`src/rtl/core/pctr_pkg.sv`:
```
`default_nettype none

package pctr_pkg;

   localparam int IDX_W   = 8;
   localparam int COUNT_W = 9;

   // command codes
   localparam logic [1:0] CMD_CLEAR   = 2'd0;
   localparam logic [1:0] CMD_ANALYZE = 2'd1;
   localparam logic [1:0] CMD_CONVERT = 2'd2;

   // output format codes
   localparam logic [2:0] FMT_PALETTE    = 3'd0;
   localparam logic [2:0] FMT_GRAY       = 3'd1;
   localparam logic [2:0] FMT_GRAY_ALPHA = 3'd2;
   localparam logic [2:0] FMT_RGB        = 3'd3;
   localparam logic [2:0] FMT_RGBA       = 3'd4;

   localparam logic [7:0] ALPHA_OPAQUE = 8'hFF;

   typedef struct packed {
      logic [1:0] cmd;
      logic [7:0] red;
      logic [7:0] green;
      logic [7:0] blue;
      logic [7:0] alpha;
   } req_type;

   typedef struct packed {
      logic [2:0]         format;
      logic               palette_usable;
      logic               gray_only;
      logic               opaque_only;
      logic               new_entry;
      logic [IDX_W-1:0]   entry_index;
      logic [COUNT_W-1:0] palette_count;
      logic               lookup_miss;
      logic [31:0]        out_bytes;
      logic [2:0]         byte_count;
   } rsp_type;

   // search token handed from cell to cell
   typedef struct packed {
      logic             hit;
      logic [IDX_W-1:0] hit_index;
   } probe_type;

   // append write broadcast to the row
   typedef struct packed {
      logic             en;
      logic [IDX_W-1:0] index;
      logic [31:0]      data;
   } wr_type;

   function automatic logic [2:0] pick_format(input logic pal, input logic gray,
                                              input logic opaque);
      logic [2:0] fmt;
      if (pal)                fmt = FMT_PALETTE;
      else if (gray && opaque) fmt = FMT_GRAY;
      else if (gray)          fmt = FMT_GRAY_ALPHA;
      else if (opaque)        fmt = FMT_RGB;
      else                    fmt = FMT_RGBA;
      return fmt;
   endfunction

endpackage

`default_nettype wire

```
`src/rtl/core/pctr_cell.sv`:
```
`default_nettype none

module pctr_cell #(
   parameter int CELL_INDEX = 0
) (
   input  wire                         clock,
   input  wire                         reset,
   input  wire [31:0]                  color,
   input  wire [pctr_pkg::COUNT_W-1:0] live_count,
   input  pctr_pkg::wr_type            wr,
   input  pctr_pkg::probe_type         probe_in,
   output pctr_pkg::probe_type         probe_out
);
   import pctr_pkg::*;

   localparam logic [IDX_W-1:0]   MY_INDEX = IDX_W'(CELL_INDEX);
   localparam logic [COUNT_W-1:0] MY_SLOT  = COUNT_W'(CELL_INDEX);

   logic [31:0] entry_ff;
   probe_type   probe_ff;
   probe_type   probe_in_next;
   logic        match;

   // only entries below the fill count take part
   assign match = (MY_SLOT < live_count) && (entry_ff == color);

   always_comb begin
      probe_in_next = probe_in;
      if (!probe_in.hit && match) begin
         probe_in_next.hit       = 1'b1;
         probe_in_next.hit_index = MY_INDEX;
      end
   end

   always_ff @(posedge clock) begin
      if (wr.en && wr.index == MY_INDEX) begin
         entry_ff <= wr.data;
      end
   end

   always_ff @(posedge clock) begin
      if (reset) begin
         probe_ff <= '0;
      end else begin
         probe_ff <= probe_in_next;
      end
   end

   assign probe_out = probe_ff;

endmodule

`default_nettype wire

```
`config.mk`:
```
export PLATFORM = sky130hd
export DESIGN_NAME = pctr_cell
export DESIGN_NICKNAME = d
export VERILOG_FILES = /design/src/rtl/core/pctr_pkg.sv /design/src/rtl/core/pctr_cell.sv
export SDC_FILE = /design/constraint.sdc
export NUM_CORES = 1
export LEC_CHECK = 0
export BUFFER_PORTS_ARGS = -buffer_cell sky130_fd_sc_hd__buf_2
export CAP_MARGIN = 20
export CELL_PAD_IN_SITES_DETAIL_PLACEMENT = 1
export CELL_PAD_IN_SITES_GLOBAL_PLACEMENT = 1
export CORE_ASPECT_RATIO = 0.9
export CORE_UTILIZATION = 30
export DETAILED_ROUTE_END_ITERATION = 16
export GPL_TIMING_DRIVEN = 1
export PLACE_DENSITY_LB_ADDON = 0.25
export SYNTH_ARGS = -nofsm -noshare
export SYNTH_HDL_FRONTEND = slang
export SYNTH_SLANG_ARGS = --single-unit
export TNS_END_PERCENT = 20
```
`constraint.sdc`:
```
create_clock -name clock -period 11.7 [get_ports clock]
set_clock_uncertainty 0.1 [all_clocks]
set_input_delay 1.17 -clock clock [delete_from_list [all_inputs] [get_ports clock]]
set_output_delay 1.17 -clock clock [all_outputs]
set_load 0.01 [all_outputs]
```
==> results of run 1 <==
power by group:
part,total [W],switching [W],leakage (nW),internal [W]
Combinational,0.0000272,0.0000102,0.518,0.0000169
Sequential,0.000159,0.000000561,0.363,0.000158
Clock,0.0000878,0.0000464,0.0450,0.0000413
metrics by stage:
step                instance area, sq um  instances  utilization, %  hold slack (ns)  power [W]
finish                              2300        277            45.9            0.633   0.000274
global route                        2300        277            45.9            0.705   0.000286
CTS                                 2300        277            45.9            0.645   0.000278
detailed placement                  2220        269            44.2            0.633   0.000190
global placement                    2220        269            44.2            0.594   0.000188
floorplan                           1620        102               -            0.541   0.000170
synthesized netlist by cell type:
library cell	number	share of area [%]
or4_4	1	0.70
nor4_1	3	1.2
xnor2_1	32	17
nand3b_1	1	0.46
nand3_1	1	0.31
dfxtp_1	9	11
inv_1	1	0.23
nor4_2	1	0.77
nand4_1	8	3.1
or3_1	1	0.39
a41oi_2	1	1.0
nor3_1	1	0.31
a21oi_1	1	0.31
and2_1	8	3.1
edfxtp_1	32	59
nor2_1	1	0.23
layer usage:
layer	vias up	track usage, %	share of wire, %
met1	546	15.0	38
met5	-	0	0
met4	0	6.06	1.6
li1	589	-	-
met3	8	5.10	10
met2	77	27.2	50
path summary, 6_finish.rpt:
kind	from	endpoint	slack, ns	depth (start not counted)
max	color[4]	probe_out[7]	9.09	6
min	entry_ff[30]	probe_out[8]	0.63	5
max reg2reg	entry_ff[4]	probe_out[7]	9.68	5
min reg2reg	entry_ff[30]	probe_out[8]	0.63	5
area by class of cell:
class | instances | area [sq um] | share of cell area, %
inverters | 1 | 3.75 | 0.163
clock buffers | 6 | 72.6 | 3.16
multi-input cells | 60 | 478 | 20.8
clock inverters | 2 | 10.0 | 0.435
repair buffers | 102 | 513 | 22.3
flip-flops and latches | 41 | 1140 | 49.6
well taps | 65 | 81.3 | 3.54
cells by family (layout without fill, tap and decap cells):
group           Yosys count  after routing  share of synthesized area [%]
buf+inv                   1            111                          0.232
flops                    41             41                           70.6
xor+xnor                 32             32                           17.3
simple gates             26             26                           10.5
compound gates            2              2                           1.32
state kept, by name (all words and copies together), names as in the netlist:
register / flops
probe_out: 9
entry_ff: 32
worst max-delay path, stage by stage:
cell     delay (ns)
buf_2          0.11
xnor2_1        0.17
nand4_1        0.13
nor4_1         0.57
a41oi_2        0.31
and2_1         0.24
==> metrics.txt, run 1 <==
global route overflow 0; Slew Limit Fails 0; Post-CTS Setup Inserts 0; initial antenna violation count 0; number of nets with antenna violations after routing 0; clock sink count 41; setup TNS 0 ns; Filler Cells Inserted 568; Setup WS pre-CTS 8.76 ns; Setup violations, final 0; PostCTS Resize Cnt 0; Final min period 2.61 ns; Die W 79.4 microns; CTS tree yes; vias in the first global route 1410; final worst path period share 22.3%; Leakage Power between 0.9 and 1 nW; vias per cell 4.40; Vert. Die Dim ~72 microns; Worst EP required 11.78 ns; crit path max fanout 8; initial core utilization 32.2%; most frequent cells in the layout 101 x buf_2, 32 x xnor2_1, 32 x edfxtp_1; critical path capture point type flip-flop; clk_lat worst skew about 0.29 ns; PortBufs 101; worst endpoint data arrival time 2.69 ns; Yosys warnings 0; Placer Congestion 0.660; routed wire length per instance 14.1 microns; Area Growth Syn to Fin 42.3%; H-tree levels 2; Max rail drop VDD 73.7 uV; # Max-Cap Violations 0; Final Hold Fails 0; clk root buf clkbuf_8; first-pass GRT wire length 6.09 mm; min-delay worst type reg2reg; CTS Hold Bufs 0; outcome finished clean; die area 5690 sq um; CTS Buf Count 5; pin count of the biggest net entering global routing 33; Unique masters post-synth 16; total core area 5010 sq um; Layout Nets 304; Synth Register Bits 41; worst slew pin tran 0.588 ns; DRT iter0 DRCs 41; vias ~1200; slew margin rel. 60.4%; layout cells sized above 1 53.3%; syn avg cell area 15.8 sq um; Ant. Diodes 0; num ports a little over 100; RSZ-0062 raised after global routing false; Cell Area, Synth between 1500 and 2000 sq um; Final WS setup 9.09 ns; DR DRC count 0; Crit Path Category in2reg; Pwr Density roughly 120 nW/um^2; clock-pin slew on the worst setup and hold paths 0.07 ns; GRT Util Overall between 10 and 15%; total routed wirelength 3.91 mm; drt first pass iters 4; hpwl dp 3.27 mm; Achievable Freq 383 MHz; row count 24; sequential share of the synthesized area 70.6%; commonest non-fill, non-tap cell in the layout buf_2; startpoint types primary input; Cells after Synth approximately 100; syn_nets 195; clock buffer depth 2
Note: power is estimated with default switching activity, not from simulation.
==> inputs of run 2 (changes only) <==
- CORE_UTILIZATION: 30 -> 29
- clock period: 11.7 -> 2.35 ns (I/O delays scaled with it)
==> run 2 against run 1 <==
Against the previous run: count of clock-buffer cells in the layout down 1; total power rose to 5.1 times the previous value; clock power rose to 5.2 times the previous value; non-clock buffer count up 6; setup slack worse by 8.7 ns; cell count up 2.9%; sequential share of layout area down 1.7 points.
==> metrics.txt, run 2 (synthesized netlist as in run 1, its figures left out) <==
number of nets with antenna violations after routing 0; Final WS setup 0.424 ns; Logic pwr share 10.2%; Layout Nets 310; worst endpoint data arrival time between 2 and 2.5 ns; pin count of the biggest net entering global routing 33; row count 25; PostCTS Resize Cnt 0; CTS Buf Count 5; NetSw 0.000297 W; global route overflow 0; min-delay worst type in2reg; Setup WS pre-CTS 0.378 ns; DRT iter0 DRCs 27; Crit Path Category reg2reg; first-pass GRT wire length 5.43 mm; routed wire length per instance 12.5 microns; Leakage Power 0.944 nW; startpoint types flip-flop; clock share of power 32.7%; clk_lat worst skew 0.28 ns; final non-filler cell total 285; clock buffer depth 2; vias per cell 4.20; worst slew pin tran 0.450 ns; setup TNS 0 ns; Flop pwr share roughly 57%; PortBufs between 100 and 150; commonest non-fill, non-tap cell in the layout buf_2; initial core utilization 30.4%; initial antenna violation count 0; Ant. Diodes 0; clock-pin slew on the worst setup and hold paths 0.08 ns; critical path capture point type flip-flop; CTS Hold Bufs 0; most frequent cells in the layout 101 x buf_2, 32 x xnor2_1, 32 x edfxtp_1; Area Growth Syn to Fin 47.2%; CTS tree yes; Max rail drop VDD 295 uV; Placer Congestion 0.640; outcome finished clean; Pwr Density around 580 nW/um^2; layout cells sized above 1 52.3%; # Max-Cap Violations 0; hpwl dp 2.85 mm; die area 5880 sq um; sw frac roughly 21%; crit path max fanout 8; clk root buf clkbuf_8; final worst path period share a little over 80%; Post-CTS Setup Inserts 0; vias in the first global route 1287; Vert. Die Dim 72.8 microns; slew margin rel. 69.7%; Internal between 0.001 and 0.0015 W; Setup violations, final 0; total core area ~5300 sq um; H-tree levels 2; Most flops, register entry_ff; beginning of the worst hold path wr[20]; total routed wirelength 3.57 mm; clock sink count 41; vias 1197; drt first pass iters 4; Slew Limit Fails 0; Filler Cells Inserted ~600; reg2reg start entry_ff[19]; Final min period 1.93 ns; GRT Util Overall 12.8%; RSZ-0062 raised after global routing false; Critical path origin entry_ff[19]; Largest register FFs 32; Worst EP required 2.43 ns; placed cells 271; num ports roughly 100; Die W 80.7 microns; Final Hold Fails 0; DR DRC count 0; Achievable Freq 519 MHz
run 2: changes by cell type in the layout (fill, tap and decap cells not counted), sizes merged:
cell / change
clkinv: -2
clkbuf: -1
clkinvlp: +3
dlygate4sd3: +6
run 2: final timing paths:
path	endpoint	slack, ns	cells past startpoint
worst min-delay path	entry_ff[20]	0.02	1
worst max register to register	probe_out[0]	0.42	5
worst min register to register	probe_out[8]	0.63	5
worst max-delay path	probe_out[0]	0.42	5
run 2: critical path, cell delays in order, from the launching register on:
cell      delay, ns
edfxtp_1       0.40
xnor2_1        0.15
nand4_1        0.14
nor4_1         0.47
a41oi_2        0.31
and2_1         0.25
run 2: per-stage QoR:
step | cell area [sq um] | power [W] | hold slack (ns) | utilization (%)
after floorplan | 1630 | 0.000849 | 0.204 | -
after global placement | 2230 | 0.000940 | 0.312 | 41.9
after detailed placement | 2230 | 0.000943 | 0.314 | 41.9
after CTS | 2320 | 0.00140 | 0.00581 | 43.6
after global routing | 2380 | 0.00145 | 0.00270 | 44.8
final | 2380 | 0.00138 | 0.0193 | 44.8
run 2: cell type report:
cell class / instances / area [sq um] / area share (%)
Timing Repair Buffer: 108 / 573 / 24.1
Inverter: 1 / 3.75 / 0.158
Sequential cell: 41 / 1140 / 47.9
Tap cell: 67 / 83.8 / 3.52
Clock buffer: 5 / 68.8 / 2.89
Multi-Input combinational cell: 60 / 487 / 20.5
Clock inverter: 3 / 22.5 / 0.946
run 2: routing by layer:
metal | global-route usage (%) | vias to the layer above | share of wire (%)
met5 | 0 | - | 0
met4 | 4.17 | 0 | 0.67
met3 | 6.63 | 2 | 11
met2 | 22.6 | 51 | 49
met1 | 13.0 | 543 | 39
li1 | - | 601 | -
run 2: power by group through the flow:
stage	combinational, W	clock (W)	sequential, W
finish	0.000141	0.000453	0.000791
global route	0.000155	0.000501	0.000792
CTS	0.000135	0.000473	0.000792
detailed placement	0.000135	0	0.000808
global placement	0.000132	0	0.000807
floorplan	0.0000363	0	0.000812
